**src/rtl/core/bct_pkg.sv**
```systemverilog
`default_nettype none
package bct_pkg;

  localparam int PIXEL_BITS = 8;
  localparam int COORD_BITS = 12;
  localparam int ISUM_BITS  = 32;
  localparam int WSUM_BITS  = 44;
  localparam int PROD_BITS  = PIXEL_BITS + COORD_BITS;
  localparam int CNT_BITS   = $clog2(WSUM_BITS);

  localparam logic [ISUM_BITS-1:0] THRESH_RESET = ISUM_BITS'(100);

  typedef struct packed {
    logic [ISUM_BITS-1:0] isum;
    logic [WSUM_BITS-1:0] xsum;
    logic [WSUM_BITS-1:0] ysum;
  } moments_t;

  typedef struct packed {
    logic acc_en;
    logic clear;
  } acc_ctrl_t;

  typedef struct packed {
    logic                 start;
    logic [WSUM_BITS-1:0] dividend;
    logic [ISUM_BITS-1:0] divisor;
  } div_ctrl_t;

  typedef struct packed {
    logic                  done;
    logic [COORD_BITS-1:0] quotient;
  } div_stat_t;

  typedef enum logic [4:0] {
    ST_ACC  = 5'b00001,
    ST_CHK  = 5'b00010,
    ST_DIVX = 5'b00100,
    ST_DIVY = 5'b01000,
    ST_OUT  = 5'b10000
  } state_t;

endpackage
`default_nettype wire

```
**src/rtl/core/blob_centroid_tracker.sv**
```systemverilog
// pixels are taken one per cycle while a frame is being accumulated
// after the frame-end pixel: a threshold check state; if no object, ready again next cycle
// if found: two 44-step divisions on one shared bit-serial divider, then an output state
// in_tready low until the result is loaded, longer while the previous result waits; out_tvalid then
// rises. Synchronous active-low reset clears the moment sums, stored point, valid flags and
// sets the area threshold to 100
`default_nettype none
module blob_centroid_tracker (
  input  wire logic        clk,
  input  wire logic        rst_n,
  input  wire logic        in_tvalid,
  output logic             in_tready,
  input  wire logic [31:0] in_tdata,   // pixel_value[7:0], column[19:8], row[31:20]
  input  wire logic        in_tlast,   // frame_end
  output logic             out_tvalid,
  input  wire logic        out_tready,
  output logic [47:0]      out_tdata,  // centroid_x, centroid_y, previous_x, previous_y
  output logic             out_tuser,  // previous_valid
  input  wire logic        cfg_wr_en,
  input  wire logic [31:0] cfg_wr_data
);

  bct_pkg::state_t                state_r;
  bct_pkg::state_t                state_nxt;
  logic [bct_pkg::ISUM_BITS-1:0]  thr_r;
  logic [bct_pkg::COORD_BITS-1:0] cx_r;
  logic [bct_pkg::COORD_BITS-1:0] last_x_r;
  logic [bct_pkg::COORD_BITS-1:0] last_y_r;
  logic                           last_valid_r;
  logic                           out_valid_r;
  logic [47:0]                    out_data_r;
  logic                           out_user_r;
  logic                           in_fire;
  logic                           found;
  logic                           out_load;
  bct_pkg::acc_ctrl_t             acc_ctrl;
  bct_pkg::moments_t              moments;
  bct_pkg::div_ctrl_t             div_ctrl;
  bct_pkg::div_stat_t             div_stat;

  assign in_tready = (state_r == bct_pkg::ST_ACC);
  assign in_fire   = in_tvalid && in_tready;
  assign found     = moments.isum > thr_r;
  assign out_load  = (state_r == bct_pkg::ST_OUT) && (!out_valid_r || out_tready);

  bct_accum u_accum (
    .clk     (clk),
    .rst_n   (rst_n),
    .ctrl    (acc_ctrl),
    .pixel   (in_tdata[7:0]),
    .col     (in_tdata[19:8]),
    .row     (in_tdata[31:20]),
    .moments (moments)
  );

  bct_divider u_divider (
    .clk   (clk),
    .rst_n (rst_n),
    .ctrl  (div_ctrl),
    .stat  (div_stat)
  );

  always_comb begin
    state_nxt         = state_r;
    acc_ctrl.acc_en   = in_fire;
    acc_ctrl.clear    = 1'b0;
    div_ctrl.start    = 1'b0;
    div_ctrl.dividend = (state_r == bct_pkg::ST_CHK) ? moments.xsum : moments.ysum;
    div_ctrl.divisor  = moments.isum;
    case (state_r)
      bct_pkg::ST_ACC: begin
        if (in_fire && in_tlast) begin
          state_nxt = bct_pkg::ST_CHK;
        end
      end
      bct_pkg::ST_CHK: begin
        if (found) begin
          div_ctrl.start = 1'b1;
          state_nxt      = bct_pkg::ST_DIVX;
        end else begin
          acc_ctrl.clear = 1'b1;
          state_nxt      = bct_pkg::ST_ACC;
        end
      end
      bct_pkg::ST_DIVX: begin
        if (div_stat.done) begin
          div_ctrl.start = 1'b1;
          state_nxt      = bct_pkg::ST_DIVY;
        end
      end
      bct_pkg::ST_DIVY: begin
        if (div_stat.done) begin
          acc_ctrl.clear = 1'b1;
          state_nxt      = bct_pkg::ST_OUT;
        end
      end
      bct_pkg::ST_OUT: begin
        if (out_load) begin
          state_nxt = bct_pkg::ST_ACC;
        end
      end
      default: begin
        state_nxt = bct_pkg::ST_ACC;
      end
    endcase
  end

  always_ff @(posedge clk) begin
    if (!rst_n) begin
      state_r      <= bct_pkg::ST_ACC;
      thr_r        <= bct_pkg::THRESH_RESET;
      last_x_r     <= '0;
      last_y_r     <= '0;
      last_valid_r <= 1'b0;
      out_valid_r  <= 1'b0;
    end else begin
      state_r <= state_nxt;
      if (cfg_wr_en) begin
        thr_r <= cfg_wr_data;
      end
      if (out_load) begin
        last_x_r     <= cx_r;
        last_y_r     <= div_stat.quotient;
        last_valid_r <= 1'b1;
        out_valid_r  <= 1'b1;
      end else if (out_tready) begin
        out_valid_r <= 1'b0;
      end
    end
  end

  // cy stays on the divider output until the next start
  always_ff @(posedge clk) begin
    if (state_r == bct_pkg::ST_DIVX && div_stat.done) begin
      cx_r <= div_stat.quotient;
    end
    if (out_load) begin
      out_data_r <= {last_y_r, last_x_r, div_stat.quotient, cx_r};
      out_user_r <= last_valid_r;
    end
  end

  assign out_tvalid = out_valid_r;
  assign out_tdata  = out_data_r;
  assign out_tuser  = out_user_r;

endmodule
`default_nettype wire

```
**src/rtl/core/bct_accum.sv**
```systemverilog
`default_nettype none
module bct_accum (
  input  wire logic                            clk,
  input  wire logic                            rst_n,
  input  wire bct_pkg::acc_ctrl_t              ctrl,
  input  wire logic [bct_pkg::PIXEL_BITS-1:0]  pixel,
  input  wire logic [bct_pkg::COORD_BITS-1:0]  col,
  input  wire logic [bct_pkg::COORD_BITS-1:0]  row,
  output bct_pkg::moments_t                    moments
);

  bct_pkg::moments_t                  mom_r;
  bct_pkg::moments_t                  mom_nxt;
  logic [bct_pkg::PROD_BITS-1:0]      prod_x;
  logic [bct_pkg::PROD_BITS-1:0]      prod_y;
  logic [bct_pkg::ISUM_BITS:0]        isum_add;
  logic [bct_pkg::WSUM_BITS:0]        xsum_add;
  logic [bct_pkg::WSUM_BITS:0]        ysum_add;

  always_comb begin
    prod_x = {{bct_pkg::COORD_BITS{1'b0}}, pixel} * {{bct_pkg::PIXEL_BITS{1'b0}}, col};
    prod_y = {{bct_pkg::COORD_BITS{1'b0}}, pixel} * {{bct_pkg::PIXEL_BITS{1'b0}}, row};
    isum_add = {1'b0, mom_r.isum}
             + {{(bct_pkg::ISUM_BITS + 1 - bct_pkg::PIXEL_BITS){1'b0}}, pixel};
    xsum_add = {1'b0, mom_r.xsum}
             + {{(bct_pkg::WSUM_BITS + 1 - bct_pkg::PROD_BITS){1'b0}}, prod_x};
    ysum_add = {1'b0, mom_r.ysum}
             + {{(bct_pkg::WSUM_BITS + 1 - bct_pkg::PROD_BITS){1'b0}}, prod_y};
    mom_nxt = mom_r;
    if (ctrl.clear) begin
      mom_nxt = '0;
    end else if (ctrl.acc_en) begin
      // saturate on carry out
      mom_nxt.isum = isum_add[bct_pkg::ISUM_BITS] ? '1 : isum_add[bct_pkg::ISUM_BITS-1:0];
      mom_nxt.xsum = xsum_add[bct_pkg::WSUM_BITS] ? '1 : xsum_add[bct_pkg::WSUM_BITS-1:0];
      mom_nxt.ysum = ysum_add[bct_pkg::WSUM_BITS] ? '1 : ysum_add[bct_pkg::WSUM_BITS-1:0];
    end
  end

  always_ff @(posedge clk) begin
    if (!rst_n) begin
      mom_r <= '0;
    end else begin
      mom_r <= mom_nxt;
    end
  end

  assign moments = mom_r;

endmodule
`default_nettype wire

```
**src/rtl/core/bct_divider.sv**
```systemverilog
`default_nettype none
module bct_divider (
  input  wire logic               clk,
  input  wire logic               rst_n,
  input  wire bct_pkg::div_ctrl_t ctrl,
  output bct_pkg::div_stat_t      stat
);

  logic                          busy_r;
  logic                          busy_nxt;
  logic                          done_r;
  logic                          done_nxt;
  logic [bct_pkg::CNT_BITS-1:0]  cnt_r;
  logic [bct_pkg::CNT_BITS-1:0]  cnt_nxt;
  logic [bct_pkg::ISUM_BITS-1:0] rem_r;
  logic [bct_pkg::ISUM_BITS-1:0] rem_nxt;
  logic [bct_pkg::WSUM_BITS-1:0] quo_r;
  logic [bct_pkg::WSUM_BITS-1:0] quo_nxt;
  logic [bct_pkg::ISUM_BITS:0]   trial;
  logic [bct_pkg::ISUM_BITS:0]   diff;

  // restoring division, one quotient bit per cycle
  always_comb begin
    trial    = {rem_r, quo_r[bct_pkg::WSUM_BITS-1]};
    diff     = trial - {1'b0, ctrl.divisor};
    busy_nxt = busy_r;
    done_nxt = 1'b0;
    cnt_nxt  = cnt_r;
    rem_nxt  = rem_r;
    quo_nxt  = quo_r;
    if (ctrl.start) begin
      busy_nxt = 1'b1;
      cnt_nxt  = '0;
      rem_nxt  = '0;
      quo_nxt  = ctrl.dividend;
    end else if (busy_r) begin
      if (!diff[bct_pkg::ISUM_BITS]) begin
        rem_nxt = diff[bct_pkg::ISUM_BITS-1:0];
      end else begin
        rem_nxt = trial[bct_pkg::ISUM_BITS-1:0];
      end
      quo_nxt = {quo_r[bct_pkg::WSUM_BITS-2:0], ~diff[bct_pkg::ISUM_BITS]};
      cnt_nxt = cnt_r + 1'b1;
      if (cnt_r == bct_pkg::CNT_BITS'(bct_pkg::WSUM_BITS - 1)) begin
        busy_nxt = 1'b0;
        done_nxt = 1'b1;
      end
    end
  end

  always_ff @(posedge clk) begin
    if (!rst_n) begin
      busy_r <= 1'b0;
      done_r <= 1'b0;
      cnt_r  <= '0;
    end else begin
      busy_r <= busy_nxt;
      done_r <= done_nxt;
      cnt_r  <= cnt_nxt;
    end
  end

  always_ff @(posedge clk) begin
    rem_r <= rem_nxt;
    quo_r <= quo_nxt;
  end

  assign stat.done     = done_r;
  assign stat.quotient = (|quo_r[bct_pkg::WSUM_BITS-1:bct_pkg::COORD_BITS]) ? '1
                         : quo_r[bct_pkg::COORD_BITS-1:0];

endmodule
`default_nettype wire
```
**config.mk**
```make
export PLATFORM = sky130hd
export DESIGN_NAME = blob_centroid_tracker
export DESIGN_NICKNAME = d
export VERILOG_FILES = /design/src/rtl/core/bct_pkg.sv /design/src/rtl/core/blob_centroid_tracker.sv /design/src/rtl/core/bct_accum.sv /design/src/rtl/core/bct_divider.sv
export SDC_FILE = /design/constraint.sdc
export NUM_CORES = 1
export LEC_CHECK = 0
export BUFFER_PORTS_ARGS = -buffer_cell sky130_fd_sc_hd__buf_2
export CORE_ASPECT_RATIO = 0.7
export CORE_MARGIN = 2
export CORE_UTILIZATION = 50
export DETAILED_ROUTE_END_ITERATION = 10
export GPL_TIMING_DRIVEN = 0
export PLACE_DENSITY_LB_ADDON = 0.08
export SLEW_MARGIN = 20
export SYNTH_ARGS = -nofsm -noshare
export SYNTH_HDL_FRONTEND = slang
export SYNTH_HIERARCHICAL = 1
export SYNTH_SLANG_ARGS = --single-unit
```
**constraint.sdc**
```tcl
create_clock -name clk -period 7.22 [get_ports clk]
set_clock_uncertainty 0.15 [all_clocks]
set_input_delay 1.083 -clock clk [delete_from_list [all_inputs] [get_ports clk]]
set_output_delay 1.083 -clock clk [all_outputs]
set_load 0.1 [all_outputs]
```
## Word-level counts from Yosys, hierarchy flattened

Index checks and enable logic that the tools add are counted.

- Bits in registers: 328
- Bits of input ports: 70
- Output and inout bits: 51
- Logic and storage cells: 76

- Add/sub/neg operators: 5
- Multiply operators: 2
- $lt $le $gt $ge: 1
- Equality and inequality tests: 10
- Mux-type cells: 25
- Bitwise gates (word level): 3
- Reductions and logical operators: 13

Operators with widths:

| operator | count |
|---|---|
| $mux W44 | 5 |
| $add A44 B20 Y45 | 2 |
| $mux W32 | 2 |
| $mul A8 B12 Y20 | 2 |
| $add A32 B8 Y33 | 1 |
| $sub A33 B32 Y33 | 1 |
| $gt A32 B32 Y1 | 1 |
| $reduce_or A32 Y1 | 1 |
| $pmux W5 S5 | 1 |
| $mux W5 | 4 |
| $mux W12 | 1 |
| $mux W1 | 9 |
| $add A6 B1 Y6 const B | 1 |
| $eq A6 B6 Y1 const B | 1 |
| $ne A2 B1 Y1 const B | 3 |
| $eq A5 B1 Y1 const B | 1 |
| $eq A5 B2 Y1 const B | 1 |
| $eq A5 B3 Y1 const B | 1 |
| $eq A5 B4 Y1 const B | 1 |
| $eq A5 B5 Y1 const B | 1 |
| $logic_and A1 B1 Y1 | 4 |
| $pmux W1 S2 | 2 |
| $reduce_and A4 Y1 | 1 |
| $reduce_bool A2 Y1 | 2 |
| other kinds (7) | 10 |

## Logic depth before layout (Yosys ltp)

- Word-level depth: 5
- Mapped depth: 21
- Mapped depth without buffers: 19

## By module

Netlist, hierarchy kept.

By module, submodules not included:

| module | times used | cells an instance | area an instance (sq um) | seq. area each (sq um) |
|---|---|---|---|---|
| bct_accum | 1 | 1493 | 12836.1 | 2402.3 |
| bct_divider | 1 | 635 | 5972.0 | 2122.0 |
| blob_centroid_tracker | 1 | 486 | 5731.7 | 3093.0 |

## Worst setup path before layout

No wires, ideal clock.

- Path kind: input-to-reg
- From: in in_tdata[1]
- To: reg u_accum.mom_r (netlist bit u_accum/moments[54])
- Setup time: 86 ps
- Data arrival time: 6106 ps
- Required time: 6984 ps
- Slack: 877 ps
- Stages on the path: 21
- Buffers on the path: 4
- Cells stage by stage: clkbuf_1 -> clkbuf_1 -> nand2_1 -> fa_1 -> inv_1 -> fa_1 -> inv_1 -> fa_1 -> fa_1 -> inv_1 -> ha_1 -> o21ai_1 -> o21bai_1 -> nand3_1 -> a2111o_1 -> a211o_1 -> and2_1 -> buf_6 -> o31a_1 -> buf_6 -> a221oi_2

- Word-level cells in the longest chain between the ends: 3

Ends and longest elaborated chain:

| element | line | source |
|---|---|---|
| start, declared | blob_centroid_tracker.sv:13 | `input wire logic [31:0] in_tdata,` |
| $mul A8 B12 Y20 | bct_accum.sv:21 | `prod_x = {{bct_pkg::COORD_BITS{1'b0}}, pixel} * {{bct_pkg::PIXEL_BITS{1'b0}}, col};` |
| $add A44 B20 Y45 | bct_accum.sv:26 | `+ {{(bct_pkg::WSUM_BITS + 1 - bct_pkg::PROD_BITS){1'b0}}, prod_x};` |
| $mux W44 | bct_accum.sv:35 | `mom_nxt.xsum = xsum_add[bct_pkg::WSUM_BITS] ? '1 : xsum_add[bct_pkg::WSUM_BITS-1:0];` |
| end signal, assigned | bct_accum.sv:44 | `mom_r <= mom_nxt;` |
| end, declared | bct_accum.sv:12 | `bct_pkg::moments_t mom_r;` |

No other way between the ends.
A chain may end at the register's enable or synchronous reset.

## Worst setup path in the final report

- From: in in_tdata[7]
- To: reg u_accum.mom_r (netlist bit u_accum/moments[73])

Same word-level chain as after synthesis.

==> metrics.cfg <==
[timing]
period_needed_ps=6970
slew_violations=0
worst_slack_ps=255
setup_viol=0
rsz0062_at_grt=no
max_freq_mhz=144
hold_violations=0
slew_headroom=0.343
timing.setup.tns_ps=0
worst-slew-pin-transition_ps=975
timing.final.crit_share=0.965

[yosys]
synth_seq_area_share=0.310
dominantRegCellSynth=dfxtp_1
synth.distinct_cells=96
synth_nets=3005
netlist_area_um2=24500
syn_inst=2614
ys_warn_count=6
synth_edf_count=105
synth_seq_cells=328
ys_async_sr_fraction=0
syn_area_per_cell_um2=9.39

[job]
drv_cap=0

[layout]
final_cell_mix=349 x inv_1, 254 x nand2_1, 223 x dfxtp_1, 171 x a21oi_1, 163 x ha_1
utilization=0.562
finish.instance_area_um2=27100
finalNetCount=3156
layout-drive-gt1-share=0.126
area_delta_synth_final_pct=10.2
final_common_cell=inv_1

[pwr]
p_clk_frac=0.191
combPwrFrac=0.559
power.leakage_nw=11.3
p_seq_frac=0.250
p_int_w=0.00509
ir_drop_mv=0.221
p_switching_w=0.00402
swShare=0.441
power.density_nw_per_um2=337

[cts]
cts_max_level=1
clock_latency_ps=600
postCtsHoldBufs=0
tritoncts=yes
cts.sinks=328
cts_buffers=31
clock_path_buffers=3
cts.reportedPaths.clkPinSlew_ps=60
root_buffer=clkbuf_16

[drt]
antenna_left=0
drt-pass1-iter-count=6
wl_per_cell_um=20.4
avgViaCountPerCell=5.75
drc=0
drtIter0Drc=2194
wl_um=70200
dr_total_vias=19800

[global_route]
grt_use_total=0.278
grt_antenna_before_repair=2
overflow=0
grt_max_degree=59
grt_pass1_wl_um=109000
first_global_vias=18900

[setup_path]
crit_fanout=10
cp-start-kind=input port
ff2ff_setup_slack_ps=1320
rr_startpoint=u_accum/moments[9]$_SDFFE_PP0P_
path_class=input port to flop
r2r-end=u_accum/moments[35]$_SDFFE_PP0P_
r2r_cells=18
crit_arrival_ps=7250
worst_ep_required_time_ps=7500
end_kind=flop

[floorplanning]
core_area_um2=48100
ios=121
die_x_um=269
die_h_um=189
num_rows=67
die-area_um2=50900
start_util=0.510

[place]
placed_area_um2=26000
hpwl_um=56100
dp_worst_setup_slack_ps=-688
port_buffers=119
gp_congestion=0.933

[min_path]
min_path_cells=0
hp-start=last_x_r[1]$_SDFFE_PN0P_
hold_path_class=flop to flop
worst_hold_path.endpoint=out_tdata[25]$_DFFE_PP_

[run_status]
status=finished clean

[cell families after synthesis]
| logic type | count (synthesis) | share of synthesized area |
|---|---|---|
| adders and majority gates | 321 | 0.212 |
| buffers and inverters | 458 | 0.0764 |
| AOI/OAI and AO/OA | 516 | 0.150 |
| muxes | 125 | 0.0554 |
| xor gates and xnor gates | 97 | 0.0346 |
| DFF | 328 | 0.310 |
| and+or+nand+nor | 769 | 0.161 |
[flip-flops by register name, indices dropped and copies added (netlist names)]
register and flops:
u_accum/moments 120, out_tdata 48, u_divider/quo_r 44, thr_r 32, u_divider/rem_r 32, cx_r 12
last_x_r 12, last_y_r 12, u_divider/cnt_r 6, state_r 5, last_valid_r 1, out_tuser 1
out_tvalid 1, u_divider/busy_r 1, u_divider/done_r 1
[critical path, stage by stage]
cell,delay [ps]
buf_2,270
clkbuf_1,590
and2_1,260
fa_1,430
fa_1,520
fa_1,540
inv_1,50
fa_1,520
inv_1,40
ha_1,350
a21oi_1,190
o21ai_0,190
a311oi_1,700
a211o_1,310
nand2_1,140
nand3_1,390
clkbuf_1,500
a21oi_1,140
[synth_stat cells, drive strengths merged, types with 9 or more instances]
library cell,number,area (um2)
xnor2,41,359
xor2,56,490
o211ai,13,97.6
a311oi,29,385
nand4,28,175
o21ai,75,375
or3,20,130
nand2,257,977
and4,14,123
nand2b,24,158
dfxtp,223,4460
mux2,87,980
and2,132,828
and3,28,183
or2,9,56.3
mux2i,38,380
o221a,13,146
ha,163,2040
inv,349,1310
a31oi,19,119
nand3,43,215
nor2b,47,294
a21o,33,248
fa,158,3160
a21boi,33,248
a221oi,21,203
clkbuf,76,285
edfxtp,105,3150
nor4,14,87.6
a21oi,174,882
o21a,18,135
a211oi,24,195
buf,32,270
nor3,33,176
nor2,98,368
[repair_timing]
action | in CTS | in global routing
endpoints found under the setup margin | 15 | 72
setup buffers | 0 | 0
hold endpoints to repair | 0 | 0
resized for setup | 1 | 23
[through the flow]
| step | hold WS, ps | power, W | instances |
|---|---|---|---|
| floorplan | 258 | 0.00611 | 2614 |
| global placement | 264 | 0.00723 | 3388 |
| detailed placement | 270 | 0.00729 | 3388 |
| CTS | 286 | 0.00906 | 3445 |
| global route | 293 | 0.00989 | 3444 |
| finish | 286 | 0.00910 | 3447 |
[layout make-up]
class	instances	area [um2]
clock inverter	19	220
antenna	3	7.51
fill	4362	21100
inverter	350	1320
timing repair buffer	119	596
clock buffer	38	843
buffer	107	564
multi-input combinational	1828	15100
tap	655	820
sequential	328	7620
[layer usage]
metal	part of all wire	GRT usage	up-vias
met3	0.094	0.0592	62
met4	0.015	0.0444	0
met1	0.51	0.456	9732
li1	-	-	9275
met2	0.38	0.369	759
met5	0	0	-
[power by group through the flow]
stage | Sequential, W | Combinational, W | Clock (W)
after floorplan | 0.00219 | 0.00391 | 0
after global placement | 0.00230 | 0.00492 | 0
after detailed placement | 0.00230 | 0.00499 | 0
after CTS | 0.00226 | 0.00503 | 0.00177
after global routing | 0.00229 | 0.00576 | 0.00184
final | 0.00227 | 0.00509 | 0.00174
[how the worst max path moves through the flow]
stage	startpoint	end	slack (ps)	cells after the start
after floorplan	in_tdata[1]	u_accum/moments[54]$_SDFFE_PP0P_	880	21
final	in_tdata[7]	u_accum/moments[73]$_SDFFE_PP0P_	250	18
after global placement	in_tdata[1]	u_accum/moments[40]$_SDFFE_PP0P_	-630	21
after global routing	in_tdata[2]	u_accum/moments[30]$_SDFFE_PP0P_	3	19
after CTS	in_tdata[1]	u_accum/moments[84]$_SDFFE_PP0P_	160	20
after detailed placement	in_tdata[1]	u_accum/moments[29]$_SDFFE_PP0P_	-690	21
Note: power is estimated with default switching activity, not from simulation.
